<file path="src/rtl/core/ssd_pkg.sv">
`timescale 1ns / 1ps
// ----------------------------------------------------------------------------
// Session stream deframer package
// Shared item types, session state layout and protocol codes.
// ----------------------------------------------------------------------------
package ssd_pkg;

    // One received item: a data byte or a connect event.
    typedef struct packed {
        logic       mode;
        logic [7:0] rx_byte;
    } t_in_item;

    // One result item.
    typedef struct packed {
        logic [3:0] event_res;
        logic       retry_legacy;
        logic [7:0] out_byte;
        logic [1:0] stream_id;
        logic       last;
    } t_out_item;

    // Session phases.
    typedef enum logic [6:0] {
        PH_CONNECTING   = 7'b0000001,
        PH_TRANSPORT    = 7'b0000010,
        PH_SHELL        = 7'b0000100,
        PH_FAIL_LENGTH  = 7'b0001000,
        PH_FAIL_MESSAGE = 7'b0010000,
        PH_STREAMING    = 7'b0100000,
        PH_FINISHED     = 7'b1000000
    } t_phase;

    // Session parser state. Only three status bytes are ever held between
    // transfers, since the fourth completes the word and clears it.
    typedef struct packed {
        t_phase      phase;
        logic [2:0]  header_position;
        logic [23:0] status_word;
        logic [7:0]  packet_kind;
        logic [31:0] bytes_remaining;
        logic [15:0] message_remaining;
    } t_state;

    // Mode field values.
    localparam logic MODE_BYTE    = 1'b0;
    localparam logic MODE_CONNECT = 1'b1;

    // Result event codes.
    localparam logic [3:0] EV_PAYLOAD        = 4'd0;
    localparam logic [3:0] EV_SEND_TRANSPORT = 4'd1;
    localparam logic [3:0] EV_SEND_SHELL     = 4'd2;
    localparam logic [3:0] EV_STARTED        = 4'd3;
    localparam logic [3:0] EV_EXITED         = 4'd4;
    localparam logic [3:0] EV_BAD_PACKET     = 4'd5;
    localparam logic [3:0] EV_BAD_RESPONSE   = 4'd6;
    localparam logic [3:0] EV_BAD_ERR_LEN    = 4'd7;
    localparam logic [3:0] EV_FAIL_BYTE      = 4'd8;
    localparam logic [3:0] EV_FAIL_END       = 4'd9;

    // Configuration register indexes.
    localparam logic REG_USE_FRAMED = 1'b0;
    localparam logic REG_MAX_PACKET = 1'b1;

    localparam int unsigned MAX_LEN_W = 25;
    localparam logic [MAX_LEN_W-1:0] DEFAULT_MAX_PACKET = 25'h1000000;

    // Status words, first byte in the high bits.
    localparam logic [31:0] STATUS_OKAY = 32'h4F4B4159;
    localparam logic [31:0] STATUS_FAIL = 32'h4641494C;

    // Packet header length and packet ids.
    localparam logic [2:0] HEADER_BYTES = 3'd5;
    localparam logic [7:0] KIND_STDOUT  = 8'd1;
    localparam logic [7:0] KIND_STDERR  = 8'd2;
    localparam logic [7:0] KIND_EXIT    = 8'd3;

    // Origin of a failure, held in packet_kind while the failure runs.
    localparam logic [7:0] FROM_TRANSPORT = 8'd1;
    localparam logic [7:0] FROM_SHELL     = 8'd2;

endpackage

</file>
<file path="src/rtl/core/ssd_step.sv">
`timescale 1ns / 1ps
// ----------------------------------------------------------------------------
// Session stream deframer step logic
// Computes the next session state and up to two results for one item.
// ----------------------------------------------------------------------------
module ssd_step import ssd_pkg::*; (
    input  t_in_item               i_item,
    input  t_state                 i_st,
    input  logic                   i_framed,
    input  logic [MAX_LEN_W-1:0]   i_max_len,
    output t_state                 o_st,
    output logic                   o_framed,
    output t_out_item              o_res0,
    output t_out_item              o_res1,
    output logic [1:0]             o_nres
);

    // Returns {valid, digit} for an ASCII hex character.
    function automatic logic [4:0] hex_digit(input logic [7:0] c);
        logic [4:0] r;
        r = 5'd0;
        if (c >= 8'h30 && c <= 8'h39) begin
            r = {1'b1, 4'(c - 8'h30)};
        end else if (c >= 8'h41 && c <= 8'h46) begin
            r = {1'b1, 4'(c - 8'h37)};
        end else if (c >= 8'h61 && c <= 8'h66) begin
            r = {1'b1, 4'(c - 8'h57)};
        end
        return r;
    endfunction

    function automatic t_out_item mk_res(input logic [3:0] ev, input logic retry,
                                         input logic [7:0] data, input logic [1:0] sid);
        t_out_item r;
        r.event_res    = ev;
        r.retry_legacy = retry;
        r.out_byte     = data;
        r.stream_id    = sid;
        r.last         = 1'b0;
        return r;
    endfunction

    logic [7:0]  w_b;
    logic [31:0] w_word;
    logic [4:0]  w_hex;
    logic [15:0] w_msg_shift;
    logic [15:0] w_msg_dec;
    logic [2:0]  w_pos_inc;
    logic [31:0] w_len;
    logic [31:0] w_rem_dec;
    logic        w_retry;
    logic        w_kind_out;

    assign w_b         = i_item.rx_byte;
    assign w_word      = {i_st.status_word, w_b};
    assign w_hex       = hex_digit(w_b);
    assign w_msg_shift = {i_st.message_remaining[11:0], w_hex[3:0]};
    assign w_msg_dec   = i_st.message_remaining - 16'd1;
    assign w_pos_inc   = i_st.header_position + 3'd1;
    assign w_rem_dec   = i_st.bytes_remaining - 32'd1;
    assign w_retry     = (i_st.packet_kind == FROM_SHELL) && i_framed;
    assign w_kind_out  = (i_st.packet_kind == KIND_STDOUT) ||
                         (i_st.packet_kind == KIND_STDERR);

    // Little-endian length assembly; the first header byte is the packet id.
    always_comb begin
        unique case (i_st.header_position)
            3'd1:    w_len = i_st.bytes_remaining | {24'd0, w_b};
            3'd2:    w_len = i_st.bytes_remaining | {16'd0, w_b, 8'd0};
            3'd3:    w_len = i_st.bytes_remaining | {8'd0, w_b, 16'd0};
            3'd4:    w_len = i_st.bytes_remaining | {w_b, 24'd0};
            default: w_len = i_st.bytes_remaining;
        endcase
    end

    always_comb begin
        o_st     = i_st;
        o_framed = i_framed;
        o_res0   = '0;
        o_res1   = '0;
        o_nres   = 2'd0;

        if (i_item.mode == MODE_CONNECT) begin
            // A connect event restarts the handshake unless the session is over.
            if (i_st.phase != PH_FINISHED) begin
                o_st                   = '0;
                o_st.phase             = PH_TRANSPORT;
                o_res0                 = mk_res(EV_SEND_TRANSPORT, 1'b0, 8'd0, 2'd0);
                o_nres                 = 2'd1;
            end
        end else begin
            unique case (i_st.phase)
                PH_TRANSPORT, PH_SHELL: begin
                    if (i_st.header_position != 3'd3) begin
                        o_st.status_word     = w_word[23:0];
                        o_st.header_position = w_pos_inc;
                    end else begin
                        o_st.status_word     = '0;
                        o_st.header_position = 3'd0;
                        if (w_word == STATUS_OKAY) begin
                            o_nres = 2'd1;
                            if (i_st.phase == PH_TRANSPORT) begin
                                o_st.phase = PH_SHELL;
                                o_res0     = mk_res(EV_SEND_SHELL, 1'b0, 8'd0, 2'd0);
                            end else begin
                                o_st.phase = PH_STREAMING;
                                o_res0     = mk_res(EV_STARTED, 1'b0, 8'd0, 2'd0);
                            end
                        end else if (w_word == STATUS_FAIL) begin
                            o_st.packet_kind       = (i_st.phase == PH_TRANSPORT) ?
                                                     FROM_TRANSPORT : FROM_SHELL;
                            o_st.phase             = PH_FAIL_LENGTH;
                            o_st.message_remaining = '0;
                        end else begin
                            o_st.phase = PH_FINISHED;
                            o_res0     = mk_res(EV_BAD_RESPONSE, 1'b0, 8'd0, 2'd0);
                            o_nres     = 2'd1;
                        end
                    end
                end

                PH_FAIL_LENGTH: begin
                    if (!w_hex[4]) begin
                        o_st.phase           = PH_FINISHED;
                        o_st.header_position = 3'd0;
                        o_res0               = mk_res(EV_BAD_ERR_LEN, 1'b0, 8'd0, 2'd0);
                        o_nres               = 2'd1;
                    end else begin
                        o_st.message_remaining = w_msg_shift;
                        o_st.header_position   = w_pos_inc;
                        if (i_st.header_position == 3'd3) begin
                            o_st.header_position = 3'd0;
                            if (w_msg_shift == 16'd0) begin
                                // An empty message ends the failure at once.
                                o_st.packet_kind = '0;
                                o_st.phase       = w_retry ? PH_CONNECTING : PH_FINISHED;
                                o_framed         = i_framed & ~w_retry;
                                o_res0           = mk_res(EV_FAIL_END, w_retry, 8'd0, 2'd0);
                                o_nres           = 2'd1;
                            end else begin
                                o_st.phase = PH_FAIL_MESSAGE;
                            end
                        end
                    end
                end

                PH_FAIL_MESSAGE: begin
                    o_st.message_remaining = w_msg_dec;
                    o_res0                 = mk_res(EV_FAIL_BYTE, 1'b0, w_b, 2'd0);
                    o_nres                 = 2'd1;
                    if (w_msg_dec == 16'd0) begin
                        o_st.header_position = 3'd0;
                        o_st.packet_kind     = '0;
                        o_st.phase           = w_retry ? PH_CONNECTING : PH_FINISHED;
                        o_framed             = i_framed & ~w_retry;
                        o_res1               = mk_res(EV_FAIL_END, w_retry, 8'd0, 2'd0);
                        o_nres               = 2'd2;
                    end
                end

                PH_STREAMING: begin
                    if (!i_framed) begin
                        o_res0 = mk_res(EV_PAYLOAD, 1'b0, w_b, 2'd0);
                        o_nres = 2'd1;
                    end else if (i_st.header_position >= HEADER_BYTES) begin
                        // Inside a payload.
                        if (w_kind_out) begin
                            o_res0 = mk_res(EV_PAYLOAD, 1'b0, w_b, i_st.packet_kind[1:0]);
                            o_nres = 2'd1;
                        end
                        o_st.bytes_remaining = w_rem_dec;
                        if (w_rem_dec == 32'd0) begin
                            o_st.header_position = 3'd0;
                            if (i_st.packet_kind == KIND_EXIT) begin
                                o_st.phase = PH_FINISHED;
                                o_res0     = mk_res(EV_EXITED, 1'b0, 8'd0, 2'd0);
                                o_nres     = 2'd1;
                            end
                        end
                    end else if (i_st.header_position == 3'd0) begin
                        o_st.packet_kind     = w_b;
                        o_st.bytes_remaining = '0;
                        o_st.header_position = w_pos_inc;
                    end else begin
                        o_st.bytes_remaining = w_len;
                        o_st.header_position = w_pos_inc;
                        if (w_pos_inc == HEADER_BYTES) begin
                            if (w_len > {7'd0, i_max_len}) begin
                                o_st.phase           = PH_FINISHED;
                                o_st.header_position = 3'd0;
                                o_res0 = mk_res(EV_BAD_PACKET, 1'b0, 8'd0, 2'd0);
                                o_nres = 2'd1;
                            end else if (w_len == 32'd0) begin
                                // An empty packet completes at its header.
                                o_st.header_position = 3'd0;
                                if (i_st.packet_kind == KIND_EXIT) begin
                                    o_st.phase = PH_FINISHED;
                                    o_res0     = mk_res(EV_EXITED, 1'b0, 8'd0, 2'd0);
                                    o_nres     = 2'd1;
                                end
                            end
                        end
                    end
                end

                default: begin
                    // Connecting and finished drop received bytes.
                end
            endcase
        end

        if (o_nres == 2'd1) begin
            o_res0.last = 1'b1;
        end else if (o_nres == 2'd2) begin
            o_res1.last = 1'b1;
        end
    end

endmodule

</file>
<file path="src/rtl/core/shell_session_stream_deframer_unit.sv">
`timescale 1ns / 1ps
// ----------------------------------------------------------------------------
// Shell session stream deframer
// Parses a received byte stream through the session handshake, the failure
// report and the framed or raw streaming phases, and emits result events.
// ----------------------------------------------------------------------------
// Flow: an accepted item is held in the input register until it is processed;
// its results are then registered into the result queue and offered there.
// Throughput: one item per cycle while the queue has room for two results.
// The result port moves one result per cycle while the output is not stalled,
// so the two results of the final byte of a failure message leave one after
// the other. Synchronous active-low reset restores the register defaults,
// the connecting phase and an empty result queue.
// ----------------------------------------------------------------------------
module shell_session_stream_deframer_unit import ssd_pkg::*; (
    input  logic                 i_clk,
    input  logic                 i_rst_n,
    // Configuration write port.
    input  logic                 i_cfg_we,
    input  logic                 i_cfg_index,
    input  logic [MAX_LEN_W-1:0] i_cfg_data,
    // Input channel.
    input  logic                 i_in_valid,
    output logic                 o_in_stall,
    input  t_in_item             i_in,
    // Result channel.
    output logic                 o_out_valid,
    input  logic                 i_out_stall,
    output t_out_item            o_out
);

    // The result queue holds four entries. An item in the input register is
    // processed only when at least two entries are free, which covers the
    // worst case of two results from one item.
    localparam int unsigned QDEPTH = 4;

    // Configuration registers.
    logic                 r_framed;
    logic [MAX_LEN_W-1:0] r_max_len;

    // Input register.
    logic                 r_in_valid;
    t_in_item             r_in;

    // Session state.
    t_state               r_st;

    // Result queue.
    t_out_item            r_q [QDEPTH];
    logic [1:0]           r_wr;
    logic [1:0]           r_rd;
    logic [2:0]           r_count;

    // Step logic outputs.
    t_state               n_st;
    logic                 n_framed;
    t_out_item            w_res0;
    t_out_item            w_res1;
    logic [1:0]           w_nres;

    logic                 w_proc;
    logic                 w_accept;
    logic                 w_pop;
    logic [1:0]           w_push;
    logic [2:0]           n_count;

    // The held item moves on when the queue can take two more results.
    assign w_proc     = r_in_valid && (r_count <= 3'd2);
    assign o_in_stall = r_in_valid && !w_proc;
    assign w_accept   = i_in_valid && !o_in_stall;

    assign o_out_valid = (r_count != 3'd0);
    assign o_out       = r_q[r_rd];
    assign w_pop       = o_out_valid && !i_out_stall;
    assign w_push      = w_proc ? w_nres : 2'd0;
    assign n_count     = r_count + {1'b0, w_push} - {2'b0, w_pop};

    ssd_step u_step (
        .i_item    (r_in),
        .i_st      (r_st),
        .i_framed  (r_framed),
        .i_max_len (r_max_len),
        .o_st      (n_st),
        .o_framed  (n_framed),
        .o_res0    (w_res0),
        .o_res1    (w_res1),
        .o_nres    (w_nres)
    );

    // Control state, configuration and session state.
    always_ff @(posedge i_clk) begin
        if (!i_rst_n) begin
            r_in_valid <= 1'b0;
            r_framed   <= 1'b1;
            r_max_len  <= DEFAULT_MAX_PACKET;
            // The phase is the leading field; everything else clears.
            r_st       <= {PH_CONNECTING, {($bits(t_state) - $bits(t_phase)){1'b0}}};
            r_wr       <= '0;
            r_rd       <= '0;
            r_count    <= '0;
        end else begin
            if (w_accept) begin
                r_in_valid <= 1'b1;
            end else if (w_proc) begin
                r_in_valid <= 1'b0;
            end

            if (w_proc) begin
                r_st <= n_st;
            end

            // A failure that answers the shell request drops framed mode. The user
            // must write configuration only while the block is idle; the block does not enforce it.
            if (i_cfg_we && i_cfg_index == REG_USE_FRAMED) begin
                r_framed <= i_cfg_data[0];
            end else if (w_proc) begin
                r_framed <= n_framed;
            end
            if (i_cfg_we && i_cfg_index == REG_MAX_PACKET) begin
                r_max_len <= i_cfg_data;
            end

            r_wr    <= r_wr + w_push;
            r_rd    <= r_rd + {1'b0, w_pop};
            r_count <= n_count;
        end
    end

    // Payload registers carry no reset.
    always_ff @(posedge i_clk) begin
        if (w_accept) begin
            r_in <= i_in;
        end
        if (w_push != 2'd0) begin
            r_q[r_wr] <= w_res0;
        end
        if (w_push == 2'd2) begin
            r_q[r_wr + 2'd1] <= w_res1;
        end
    end

    // The queue never holds more entries than it has.
    a_queue_bound: assert property (@(posedge i_clk) disable iff (!i_rst_n)
        r_count <= 3'(QDEPTH))
        else $error("result queue overflow");

    // A held item that is not processed stays in place unchanged.
    a_hold_item: assert property (@(posedge i_clk) disable iff (!i_rst_n)
        (r_in_valid && !w_proc) |=> (r_in_valid && $stable(r_in)))
        else $error("held input item lost or changed");

    // An item that makes no result never grows the queue.
    a_no_result: assert property (@(posedge i_clk) disable iff (!i_rst_n)
        (!w_proc || w_nres == 2'd0) |=> (r_count <= $past(r_count)))
        else $error("result queue grew without a result");

    // The session leaves the finished phase only through reset.
    a_finished_sticky: assert property (@(posedge i_clk) disable iff (!i_rst_n)
        (r_st.phase == PH_FINISHED) |=> (r_st.phase == PH_FINISHED))
        else $error("session left the finished phase");

endmodule
</file>
<file path="config.mk">
export PLATFORM = sky130hd
export DESIGN_NAME = shell_session_stream_deframer_unit
export DESIGN_NICKNAME = d
export VERILOG_FILES = /design/src/rtl/core/ssd_pkg.sv /design/src/rtl/core/ssd_step.sv /design/src/rtl/core/shell_session_stream_deframer_unit.sv
export SDC_FILE = /design/constraint.sdc
export NUM_CORES = 1
export LEC_CHECK = 0
export ABC_CLOCK_PERIOD_IN_PS = 16500
export BUFFER_PORTS_ARGS = -buffer_cell sky130_fd_sc_hd__buf_2
export CAP_MARGIN = 25
export CORE_UTILIZATION = 40
export DETAILED_ROUTE_END_ITERATION = 8
export MAX_ROUTING_LAYER = met4
export PLACE_DENSITY = 0.6
export SLEW_MARGIN = 15
export SYNTH_ARGS = -nofsm -noshare
export SYNTH_HDL_FRONTEND = slang
export SYNTH_SLANG_ARGS = --single-unit
</file>
<file path="constraint.sdc">
create_clock -name i_clk -period 16.5 [get_ports i_clk]
set_clock_uncertainty 0.1 [all_clocks]
set_input_delay 3.3 -clock i_clk [delete_from_list [all_inputs] [get_ports i_clk]]
set_output_delay 3.3 -clock i_clk [all_outputs]
set_load 0.005 [all_outputs]
</file>
## Word level (Yosys, flattened, before mapping)

Memories as Yosys holds them, arrays and structs flattened. A register that Yosys moved wholly into a read port is not among the register bits.
Cells that the tools add are included.

- Equal/unequal tests: 41
- Mux-type cells: 109
- Add/subtract/negate cells: 11
- Reduce and logical (&&, ||, !) cells: 37
- $lt $le $gt $ge: 9
- Bitwise logic cells: 7

Operators with widths:

| kind | count |
|---|---|
| 16-bit 2-to-1 mux | 20 |
| 90-bit 2-to-1 mux | 2 |
| 32-bit case mux with 4 select lines | 1 |
| 32-bit 2-to-1 mux | 3 |
| 10-bit 2-to-1 mux | 9 |
| 8-bit 2-to-1 mux | 9 |
| 32-bit by 31-bit equality test with 1-bit output (second input constant) | 2 |
| 32-bit zero test | 2 |
| 16-bit case mux with 4 select lines | 1 |
| 7-bit 2-to-1 mux | 7 |
| 16-bit case mux with 3 select lines | 1 |
| 15-bit 2-to-1 mux | 3 |
| 40-bit 2-to-1 mux | 1 |
| 10-bit case mux with 4 select lines | 1 |
| 3-bit by 2-bit inequality test with 1-bit output (second input constant) | 11 |
| 32-bit by 25-bit > comparator with 1-bit output | 1 |
| 16-bit zero test | 2 |
| 32-bit by 16-bit bitwise OR with 32-bit output | 1 |
| 32-bit by 24-bit bitwise OR with 32-bit output | 1 |
| 32-bit bitwise OR | 1 |
| 32-bit by 8-bit bitwise OR with 32-bit output | 1 |
| 8-bit case mux with 4 select lines | 1 |
| 32-bit by 1-bit subtractor with 32-bit output (second input constant) | 1 |
| 2-bit 2-to-1 mux | 15 |
| other kinds (61) | 117 |

- Memories: 1
- Bits in writable memories: 64
- Word-level logic and storage cells: 229
- Flip-flop bits (word level): 133
- Input bits: 40

Memories:

| memory | words | width | rd ports | clocked after Yosys merged registers in | wr ports | RTL line | text |
|---|---|---|---|---|---|---|---|
| r_q | 4 | 16 | 1 | 1 | 2 | shell_session_stream_deframer_unit.sv:49 | `t_out_item r_q [QDEPTH];` |

## Depth between registers and ports, before layout

Gate-level depths: netlist of the first run.

- Word-level depth: 15
- Mapped depth: 27
- Depth with buffers taken out: 25

## Hierarchy

A second synthesis of the first run with hierarchy kept.

- Cells, all modules: 1,703
- Area, all modules: 13,857.0 µm²

By module, submodules not included:

| module | instances | area an instance (µm²) | cells each |
|---|---|---|---|
| shell_session_stream_deframer_unit | 1 | 8,184.1 | 755 |
| ssd_step | 1 | 5,672.9 | 948 |

## Worst setup path after synthesis of the first run

No wires, ideal clock.

- Path kind: reg-to-output
- Start: register, netlist name r_rd[0]
- End: output o_out[10] in the netlist's numbering
- Arrival time: 1,820 ps
- Path buffers: 2
- Path slack: 11,280 ps
- Stages on the path, launching flop included: 4
- Path through: dfxtp_1 > clkbuf_1 > buf_1 > mux4_2

RTL lines:

| element | RTL line | text |
|---|---|---|
| end: declaration | shell_session_stream_deframer_unit.sv:29 | `output t_out_item o_out` |

## Worst setup path after layout of the first run

- Start: register r_st[81] in the netlist's numbering
- End: register r_count[2]

- Cells in the longest elaborated chain, start to end: 14

RTL lines:

| element | RTL line | text |
|---|---|---|
| start: declaration | shell_session_stream_deframer_unit.sv:46 | `t_state r_st;` |
| start signal: assignment | shell_session_stream_deframer_unit.sv:97 | `r_st <= {PH_CONNECTING, {($bits(t_state) - $bits(t_phase)){1'b0}}};` |
| start signal: assignment | shell_session_stream_deframer_unit.sv:109 | `r_st <= n_st;` |
| parallel branches: the longest is 9 deep, another holds 32-bit by 25-bit > comparator with 1-bit output | -- |  |
| 2-bit case mux with 4 select lines * | ssd_step.sv:92 | `unique case (i_st.phase)` |
| 2-bit 2-to-1 mux * | ssd_step.sv:83 | `if (i_item.mode == MODE_CONNECT) begin` |
| 2-bit 2-to-1 mux * | shell_session_stream_deframer_unit.sv:75 | `assign w_push = w_proc ? w_nres : 2'd0;` |
| 3-bit by 2-bit adder with 3-bit output * | shell_session_stream_deframer_unit.sv:76 | `assign n_count = r_count + {1'b0, w_push} - {2'b0, w_pop};` |
| 3-bit by 1-bit subtractor with 3-bit output * | shell_session_stream_deframer_unit.sv:76 |  |
| end signal: assignment | shell_session_stream_deframer_unit.sv:125 | `r_count <= n_count;` |
| end: declaration | shell_session_stream_deframer_unit.sv:52 | `logic [2:0] r_count;` |

Mark *: on every way between the ends.
A chain may end at the register's enable or synchronous reset.

==> results.yml, run 1 <==
cts:
  post-cts-setup-buffers: 0
  clock_sinks: 197
  cts_resized: 0
  htreeDepth: 4
  clk_pin_slew_ns: 0.08
  cts_hold_buf: 0
  cts-root-buf: "clkbuf_16"
  cts_tree: "yes"
  cts_buffers: 17
  cts_max_path_buffers: 2
  clkLatencyLatePin_ns: 0.45
placement:
  place_congestion: 0.938
  dp_hpwl_um: 24600
  dp_cells: 1791
  io_buffers: 57
worst_hold_path:
  hold_class: "reg -> reg"
yosys:
  synthCells: 1446
  synthTopCellsByArea: "dfxtp_1 (29%), edfxtp_1 (6.4%), a21oi_1 (5.7%)"
  synth.largest_area_cell: "dfxtp_1"
  ys_seq_area_frac: 0.357
  netlist_area_um2: 11700
  ys_types: 86
  yosysWarnings: 0
  ys.flop_type: "dfxtp_1"
  ys_top_cells_by_count: "nand2_1 (176), dfxtp_1 (172), nor2_1 (155), a21oi_1 (134), clkbuf_1 (96)"
  ys_ff_latch: 197
  synth.most_common_cell: "nand2_1"
  synth_nets: 1534
  synth_top_cell_area_share: 0.293
  postSynthAreaPerCell_um2: 8.12
  synth_edf_count: 25
  synthArstFlopShare: 0
floorplan:
  coreArea_um2: 28800
  placementRows: 62
  pin_count: 58
  start_util: 0.408
  die_x_um: 173
  die_h_um: 173
  die_area_um2: 30100
sta:
  holdWs_ns: 0.352
  rsz0062_at_grt: "false"
  slew_viol_final: 0
  period_needed_ns: 5.99
  worst_pin_slew_ns: 0.935
  finalSetupViolations: 0
  final.period_utilization: 0.363
  setup_tns_ns: 0
  hold_violations: 0
  worst_slew_margin_rel: 0.377
  clock.fmax_ghz: 0.167
setup_path:
  worstPathArrival_ns: 6.21
  crit_fanout: 10
  cp-end-kind: "flip-flop"
  crit_type: "reg -> reg"
  required_ns: 16.72
  critPathLaunchType: "flip-flop"
route:
  drtIter0Drc: 1109
  top_layer: "met4"
  num_vias: 10900
  drtAntennaViolNets: 0
  drc: 0
  wl_met3_um: 2170
  drt_wl_total_um: 34900
  routed_via_density: 5.97
  dr.pass1.iters: 5
  wl_per_cell_um: 19.1
  dr_wl_met2_um: 16000
  drt-met1-wl_um: 15800
grt:
  grt_antenna_before_repair: 0
  grt_start_max_net_pins: 72
  grt_overflow: 0
  grt_util_all_layers: 0.242
  grt_pass1_vias: 10300
  grt_pass1_wl_um: 56700
status:
  status: "finished clean"
finish:
  fin_nets: 1517
  nFillCells: 2864
  final_cell_count_no_fill: 1826
  drive_above_1_share: 0.126
  area_growth_pct: 8.60
  antenna_cells: 0
  final_util: 0.443
pwr:
  cellLeakagePower_nw: 4.89
  power_density_nw_per_um2: 85.4
  vdd_drop_max_mv: 0.0735
flow_run:
  drv_cap: 0
[cell type report]
class / count / area (um^2) / area share
inverters: 63 / 238 / 0.0186
clock inverters: 11 / 90.1 / 0.00706
well taps: 384 / 480 / 0.0377
repair buffers: 77 / 433 / 0.0339
multi-input cells: 1073 / 6850 / 0.537
clock buffers: 21 / 470 / 0.0369
flip-flops and latches: 197 / 4190 / 0.329
[through the flow]
step           area, um^2  setup slack (ns)  power [mW]
3_5_place_dp        12200             10.52       0.695
2_1_floorplan       11700             11.28       0.645
3_3_place_gp        12200             10.47       0.691
4_1_cts             12700             10.51        1.10
5_1_grt             12800             10.01        1.14
6_report            12800             10.51        1.09
[cells by family (layout without fill, tap and decap cells)]
| kind of cell | after synthesis | count (layout) | share of synthesized area |
|---|---|---|---|
| AND/OR/NAND/NOR | 592 | 592 | 0.249 |
| AO/OA/AOI/OAI | 379 | 379 | 0.219 |
| flip-flops | 197 | 197 | 0.357 |
| buffers and inverters | 176 | 172 | 0.0625 |
| adder cells (fa/ha/maj) | 48 | 48 | 0.0518 |
| XOR/XNOR | 29 | 29 | 0.0216 |
| multiplexers | 25 | 25 | 0.0383 |
[power by group]
part / switching (mW) / total, mW / internal (mW)
Clock: 0.197 / 0.406 / 0.209
Combinational: 0.0908 / 0.158 / 0.0667
Sequential: 0.0277 / 0.526 / 0.498
Total: 0.315 / 1.09 / 0.774
[critical path: stages, from the launching register on]
cell and delay [ns]:
dfxtp_1 0.46, inv_1 0.12, ha_1 0.27, or4b_1 0.57, nor2_1 0.49, o21ai_0 0.29
ha_1 0.38, a21oi_1 0.14, o21ai_0 0.10, a21o_1 0.16, a41o_1 0.25, o31ai_1 0.26
a21oi_1 0.16, o21ai_0 0.34, and2_1 0.21, a31oi_1 0.11, o21ai_0 0.24, ha_1 0.27
inv_1 0.06, ha_1 0.13, inv_1 0.05, fa_1 0.37, xnor2_1 0.17, xnor2_1 0.13
nor2_1 0.05
[worst paths after layout]
| check | to | startpoint | cells after the start | slack [ns] |
|---|---|---|---|---|
| setup / recovery | r_count[2]$_SDFF_PN0_ | r_st[81]$_SDFFE_PN0P_ | 24 | 10.51 |
| hold reg to reg | r_st[55]$_SDFFE_PN0P_ | r_st[55]$_SDFFE_PN0P_ | 2 | 0.35 |
| setup reg to reg | r_count[2]$_SDFF_PN0_ | r_st[81]$_SDFFE_PN0P_ | 24 | 10.51 |
| hold / removal | r_st[55]$_SDFFE_PN0P_ | r_st[55]$_SDFFE_PN0P_ | 2 | 0.35 |
[layer usage]
layer	GRT usage	vias to the layer above
met3	0.0336	62
met5	-	-
met1	0.322	5231
met4	0.0837	0
li1	-	5206
met2	0.375	396
[layout by cell type (no fill, tap or decap), types with 40 or more instances in the layout]
cell type,n
inv_1,62
nand2_1,176
ha_1,47
buf_2,57
o21ai_0,48
nand3_1,40
a21oi_1,134
nor2_1,154
dfxtp_1,172
nor3_1,47
[registers in the layout, summed over array words and instances (netlist names)]
signal,flops
r_count,3
r_framed,1
r_in,9
r_in_valid,1
r_max_len,25
r_q,64
r_rd,2
r_st,90
r_wr,2
No activity file was read; power rests on OpenSTA's default activity.
==> run 2: changes to the inputs <==
--- a/config.mk
+++ b/config.mk
@@ -5,13 +5,13 @@
 export SDC_FILE = /design/constraint.sdc
 export NUM_CORES = 1
 export LEC_CHECK = 0
-export ABC_CLOCK_PERIOD_IN_PS = 16500
+export ABC_CLOCK_PERIOD_IN_PS = 5250
 export BUFFER_PORTS_ARGS = -buffer_cell sky130_fd_sc_hd__buf_2
 export CAP_MARGIN = 25
 export CORE_UTILIZATION = 40
 export DETAILED_ROUTE_END_ITERATION = 8
 export MAX_ROUTING_LAYER = met4
-export PLACE_DENSITY = 0.6
+export PLACE_DENSITY = 0.62
 export SLEW_MARGIN = 15
 export SYNTH_ARGS = -nofsm -noshare
 export SYNTH_HDL_FRONTEND = slang
==> constraint.sdc (replaced) <==
create_clock -name i_clk -period 5.25 [get_ports i_clk]
set_clock_uncertainty 0.1 [all_clocks]
set_input_delay 1.05 -clock i_clk [delete_from_list [all_inputs] [get_ports i_clk]]
set_output_delay 1.05 -clock i_clk [all_outputs]
set_load 0.005 [all_outputs]
==> results.yml, run 2 (same netlist as run 1, synthesis figures left out) <==
status:
  status: "finished clean"
placement:
  dp_hpwl_um: 25700
  place_congestion: 0.973
  io_buffers: 57
finish:
  layout_common_cells: "nand2_1 (176), dfxtp_1 (170), nor2_1 (154), a21oi_1 (133), buf_4 (84)"
  drive_above_1_share: 0.171
  regMostFlops: "r_st"
  reg.largest.list: "r_st x90, r_q x64, r_max_len x25"
  fin_nets: 1582
  area_growth_pct: 13.4
  antenna_cells: 0
  final_util: 0.463
  final_common_cell: "nand2_1"
  largest_reg_flops: 90
cts:
  cts_hold_buf: 0
  cts_max_path_buffers: 2
  htreeDepth: 4
  cts_buffers: 17
  cts-root-buf: "clkbuf_16"
  cts_tree: "yes"
  clk_pin_slew_ns: 0.08
  clkLatencyLatePin_ns: 0.45
  clock_sinks: 197
sta:
  worst_slew_margin_rel: 0.400
  clock.fmax_ghz: 0.201
  slew_viol_final: 0
  finalSetupViolations: 0
  final.period_utilization: 0.946
  rsz0062_at_grt: "false"
  hold_violations: 0
  holdWs_ns: 0.350
  period_needed_ns: 4.97
  worst_pin_slew_ns: 0.898
  setup_tns_ns: 0
worst_hold_path:
  holdPathEnd: "r_st[53]$_SDFFE_PN0P_"
  holdPathStages: 2
  min_from: "r_st[53]$_SDFFE_PN0P_"
  hold_class: "reg -> reg"
pwr:
  vdd_drop_max_mv: 0.220
  power_switching_mw: 1.01
  power_density_nw_per_um2: 261
  pwr-share-comb: 0.159
  clkPwrFrac: 0.374
  switching_share: 0.291
  pwr-share-seq: 0.466
  p_int_mw: 2.46
  finalPower_mw: 3.48
  cellLeakagePower_nw: 5.24
floorplan:
  start_util: 0.408
  die_x_um: 173
  die_h_um: 173
  pin_count: 58
  coreArea_um2: 28800
  placementRows: 62
  die_area_um2: 30100
grt:
  grt_pass1_wl_um: 58000
  grt_start_max_net_pins: 63
  grt_antenna_before_repair: 0
  grt_util_all_layers: 0.250
  grt_overflow: 0
  grt_pass1_vias: 10700
flow_run:
  drv_cap: 0
route:
  wl_per_cell_um: 19.2
  drtAntennaViolNets: 0
  num_vias: 11200
  routed_via_density: 5.92
  dr.pass1.iters: 6
  drtIter0Drc: 1181
  drt_wl_total_um: 36300
  drc: 0
setup_path:
  reg2reg_from: "r_st[80]$_SDFFE_PN0P_"
  crit_type: "reg -> reg"
  cp-end-kind: "flip-flop"
  critPathLaunchType: "flip-flop"
  crit_fanout: 8
  ff2ff_setup_slack_ns: 0.28
  r2r-end: "r_count[2]$_SDFF_PN0_"
  worstPathArrival_ns: 5.19
  worstRegToRegCells: 24
  required_ns: 5.47
[run 2: worst max-delay path: stages (launching register included)]
cell and delay, ns:
dfxtp_2 0.34, ha_1 0.24, or4_1 0.55, and3_4 0.22
a21oi_1 0.14, nor2_1 0.07, ha_1 0.31, a21oi_1 0.15
o21ai_0 0.11, a21o_1 0.18, a41o_1 0.25, o31ai_2 0.26
a21oi_2 0.10, o21ai_2 0.17, and2_1 0.16, a31oi_1 0.11
o21ai_1 0.20, ha_1 0.25, inv_1 0.06, ha_1 0.13
inv_1 0.05, fa_2 0.35, xnor2_2 0.15, xnor2_1 0.13
nor2_1 0.05
[run 2: per-stage QoR]
step / std cells / area, um^2 / setup slack, ns
2_1_floorplan: 1446 / 11700 / 0.0560
3_3_place_gp: 1852 / 12600 / -0.0356
3_5_place_dp: 1853 / 12600 / -0.168
4_1_cts: 1886 / 13200 / 0.0311
5_1_grt: 1891 / 13300 / 0.0177
6_report: 1891 / 13300 / 0.284
[run 2: how the worst max path moves through the flow]
stage / from / end / slack (ns) / depth (start not counted)
global route: r_st[81]$_SDFFE_PN0P_ / r_count[2]$_SDFF_PN0_ / 0.02 / 25
detailed placement: r_st[81]$_SDFFE_PN0P_ / r_count[2]$_SDFF_PN0_ / -0.17 / 25
finish: r_st[80]$_SDFFE_PN0P_ / r_count[2]$_SDFF_PN0_ / 0.28 / 24
floorplan: r_st[81]$_SDFFE_PN0P_ / r_count[2]$_SDFF_PN0_ / 0.06 / 25
CTS: r_st[81]$_SDFFE_PN0P_ / r_count[2]$_SDFF_PN0_ / 0.03 / 25
global placement: r_st[81]$_SDFFE_PN0P_ / r_count[2]$_SDFF_PN0_ / -0.04 / 23
[run 2: power by group through the flow]
stage | combinational [mW] | sequential, mW | clock, mW
after global placement | 0.532 | 1.65 | 0
after CTS | 0.544 | 1.62 | 1.33
final | 0.554 | 1.62 | 1.30
after detailed placement | 0.540 | 1.65 | 0
after floorplan | 0.407 | 1.62 | 0
after global routing | 0.614 | 1.63 | 1.40
[run 2: layer usage]
layer	track usage	vias up	wire length [um]
met5	-	-	0
met4	0.100	0	1150
met3	0.0480	78	2530
met2	0.382	473	16400
met1	0.324	5304	16200
li1	-	5332	-
[run 2: final cells by class]
type / instances / area, um^2
Timing Repair Buffer: 142 / 936
Clock buffer: 19 / 433
Multi-Input combinational cell: 1073 / 6890
Clock inverter: 13 / 141
Tap cell: 384 / 480
Fill cell: 2852 / 15500
Sequential cell: 197 / 4200
Inverter: 63 / 238
[run 2: timing repair]
| item | 4_1_cts | 5_1_grt |
|---|---|---|
| setup endpoints to repair | 1 | 2 |
| pin swaps | 1 | 6 |
| setup buffers | 1 | 4 |
| resized for setup | 4 | 13 |
==> run 3: changes to the inputs <==
--- a/config.mk
+++ b/config.mk
@@ -5,6 +5,7 @@
 export SDC_FILE = /design/constraint.sdc
 export NUM_CORES = 1
 export LEC_CHECK = 0
+export ABC_AREA = 1
 export ABC_CLOCK_PERIOD_IN_PS = 5250
 export BUFFER_PORTS_ARGS = -buffer_cell sky130_fd_sc_hd__buf_2
 export CAP_MARGIN = 25
==> results.yml, run 3 <==
setup_path:
  crit_start: "r_st[80]$_SDFFE_PN0P_"
  crit_top_cell: "nand2_1"
  worstPathArrival_ns: 5.10
  critPathBufInv: 6
  critPathLaunchType: "flip-flop"
  crit_slowest_cell: "dfxtp_1"
  reg2reg_from: "r_st[80]$_SDFFE_PN0P_"
  critPathMaxStageDelay_ns: 0.42
  crit_fanout: 18
  crit_type: "reg -> reg"
  cp-end-kind: "flip-flop"
  required_ns: 5.49
  crit_family: "simple AND/OR/NAND/NOR gates"
cts:
  htreeDepth: 4
  clock_sinks: 197
  cts_tree: "yes"
  cts_max_path_buffers: 2
  post-cts-setup-buffers: 0
  cts-root-buf: "clkbuf_16"
  clkLatencyLatePin_ns: 0.46
  clk_pin_slew_ns: 0.07
  cts_buffers: 17
sta:
  rsz0062_at_grt: "false"
  clock.fmax_ghz: 0.206
  hold_violations: 0
  slew_viol_final: 0
  period_needed_ns: 4.86
  finalSetupViolations: 0
  setup_tns_ns: 0
  final.period_utilization: 0.926
  worst_slew_margin_rel: 0.304
  worst_pin_slew_ns: 1.03
yosys:
  synth_top_family_by_area: "simple AND/OR/NAND/NOR gates"
  synth_xor_area_frac: 0.0168
  netlist_area_um2: 12500
  ys_ff_latch: 197
  yosysWarnings: 0
  ys.flop_type: "dfxtp_1"
  synth_nets: 2014
  synthMuxAreaShare: 0
  synth.largest_area_cell: "dfxtp_1"
  ys_types: 51
  synth_edf_count: 25
  synth.most_common_cell: "nand2_1"
  synth_compound_area_frac: 0.186
  synth_fa_ha_area_frac: 0.0487
  ys_top_cells_by_count: "nand2_1 (460), nor2_1 (260), inv_1 (205), a21oi_1 (183), dfxtp_1 (172)"
  postSynthAreaPerCell_um2: 6.48
  synthSimpleGateAreaFrac: 0.319
  synth_top_cell_area_share: 0.276
  synthCells: 1926
  ys_seq_area_frac: 0.336
  synthArstFlopShare: 0
  synthTopCellsByArea: "dfxtp_1 (28%), nand2_1 (14%), nor2_1 (7.8%)"
pwr:
  clkPwrFrac: 0.307
  pwr-share-seq: 0.435
  vdd_drop_max_mv: 0.244
  power_switching_mw: 1.39
  p_int_mw: 2.73
  power_density_nw_per_um2: 301
  switching_share: 0.338
  finalPower_mw: 4.12
  cellLeakagePower_nw: 6.34
  pwr-share-comb: 0.258
worst_hold_path:
  min_from: "r_max_len[19]$_SDFFE_PN0P_"
  hold_class: "reg -> reg"
flow_run:
  drv_cap: 0
finish:
  reg.largest.list: "r_st x90, r_q x64, r_max_len x25"
  multi_input_area_um2: 7150
  final_util: 0.447
  nFillCells: 3256
  antenna_cells: 0
  fin_nets: 2039
  largest_reg_flops: 90
  final_cell_count_no_fill: 2360
  final_common_cell: "nand2_1"
  area_growth_pct: 9.95
  final-seq-area_um2: 4190
  regMostFlops: "r_st"
  final_cell_area_um2: 13700
  layout_common_cells: "nand2_1 (460), nor2_1 (259), inv_1 (205), a21oi_1 (182), dfxtp_1 (172)"
  drive_above_1_share: 0.0728
route:
  drt_wl_total_um: 38000
  num_vias: 12900
  drtIter0Drc: 1214
  wl_per_cell_um: 16.1
  drtAntennaViolNets: 0
  routed_via_density: 5.48
  drc: 0
  dr.pass1.iters: 6
placement:
  dp_cells: 2328
  io_buffers: 57
  dp_hpwl_um: 27300
  place_area_um2: 13200
  place_congestion: 0.986
floorplan:
  coreArea_um2: 30700
  pin_count: 58
  die_area_um2: 31900
  placementRows: 64
  die_x_um: 179
  start_util: 0.407
  die_h_um: 179
grt:
  grt_start_max_net_pins: 57
  grt_pass1_vias: 11800
  grt_pass1_wl_um: 61600
  grt_antenna_before_repair: 0
  grt_util_all_layers: 0.252
  grt_overflow: 0
status:
  status: "finished clean"
-- run 3: cell count changes after synthesis, moves of 22 or more --
cell | previous run | this run
nand3_1 | 40 | 117
o211ai_1 | 10 | 37
nor2_1 | 155 | 260
nand2_1 | 176 | 460
nand4_1 | 17 | 50
a22oi_1 | 29 | 2
a22o_2 | 23 | 0
inv_1 | 62 | 205
clkbuf_1 | 96 | 61
nor3_1 | 47 | 18
o21ai_0 | 48 | 116
a21oi_1 | 134 | 183
a22o_1 | 23 | 1
-- run 3: worst reg2reg max path: cells and delay by family (launching register included) --
kind	cells	cell delay [ns]
flops	1	0.42
simple gates	16	1.98
fa+ha+maj	5	1.29
buf+inv	6	0.47
xor+xnor	1	0.17
compound gates	1	0.31
-- run 3: logic make-up (layout without fill, tap and decap cells) --
| kind of cell | count (synthesis) | in the layout |
|---|---|---|
| AOI/OAI and AO/OA | 417 | 417 |
| xor gates and xnor gates | 24 | 24 |
| adders and majority gates | 48 | 48 |
| buffers and inverters | 296 | 334 |
| DFF | 197 | 197 |
| and+or+nand+nor | 944 | 944 |
-- run 3: area by class of cell --
type	count	area share
multi-input combinational	1433	0.521
inverter	217	0.0594
timing repair buffer	85	0.0379
sequential	197	0.306
tap	396	0.0361
clock inverter	12	0.00784
clock buffer	20	0.0318
-- run 3: power by group through the flow --
| stage | Combinational, mW | Sequential (mW) | Clock [mW] |
|---|---|---|---|
| after floorplan | 0.727 | 1.79 | 0 |
| after global placement | 1.04 | 1.82 | 0 |
| after detailed placement | 1.05 | 1.82 | 0 |
| after CTS | 1.06 | 1.79 | 1.30 |
| after global routing | 1.21 | 1.81 | 1.35 |
| final | 1.06 | 1.79 | 1.27 |
-- run 3: stage by stage --
step,hold slack (ns),setup slack [ns]
2_1_floorplan,0.331,1.08
3_3_place_gp,0.343,0.451
3_5_place_dp,0.355,0.342
4_1_cts,0.368,0.296
5_1_grt,0.384,0.0346
6_report,0.367,0.387
-- run 3: worst paths after layout --
check                           slack (ns)                         end  depth (start not counted)
worst max-delay path                  0.39       r_count[2]$_SDFF_PN0_                         29
worst min-delay path                  0.37  r_max_len[19]$_SDFFE_PN0P_                          2
worst max register to register        0.39       r_count[2]$_SDFF_PN0_                         29
worst min register to register        0.37  r_max_len[19]$_SDFFE_PN0P_                          2
-- run 3: timing repair --
| item | 4_1_cts | 5_1_grt |
|---|---|---|
| resized for setup | 0 | 1 |
| hold buffers | 0 | 0 |
| endpoints found under the setup margin | 0 | 2 |
-- run 3: routing by layer --
layer  wire, um  GRT usage
met5          0          -
met4        850     0.0826
met3       2300     0.0426
met2      16800      0.381
met1      18000      0.340
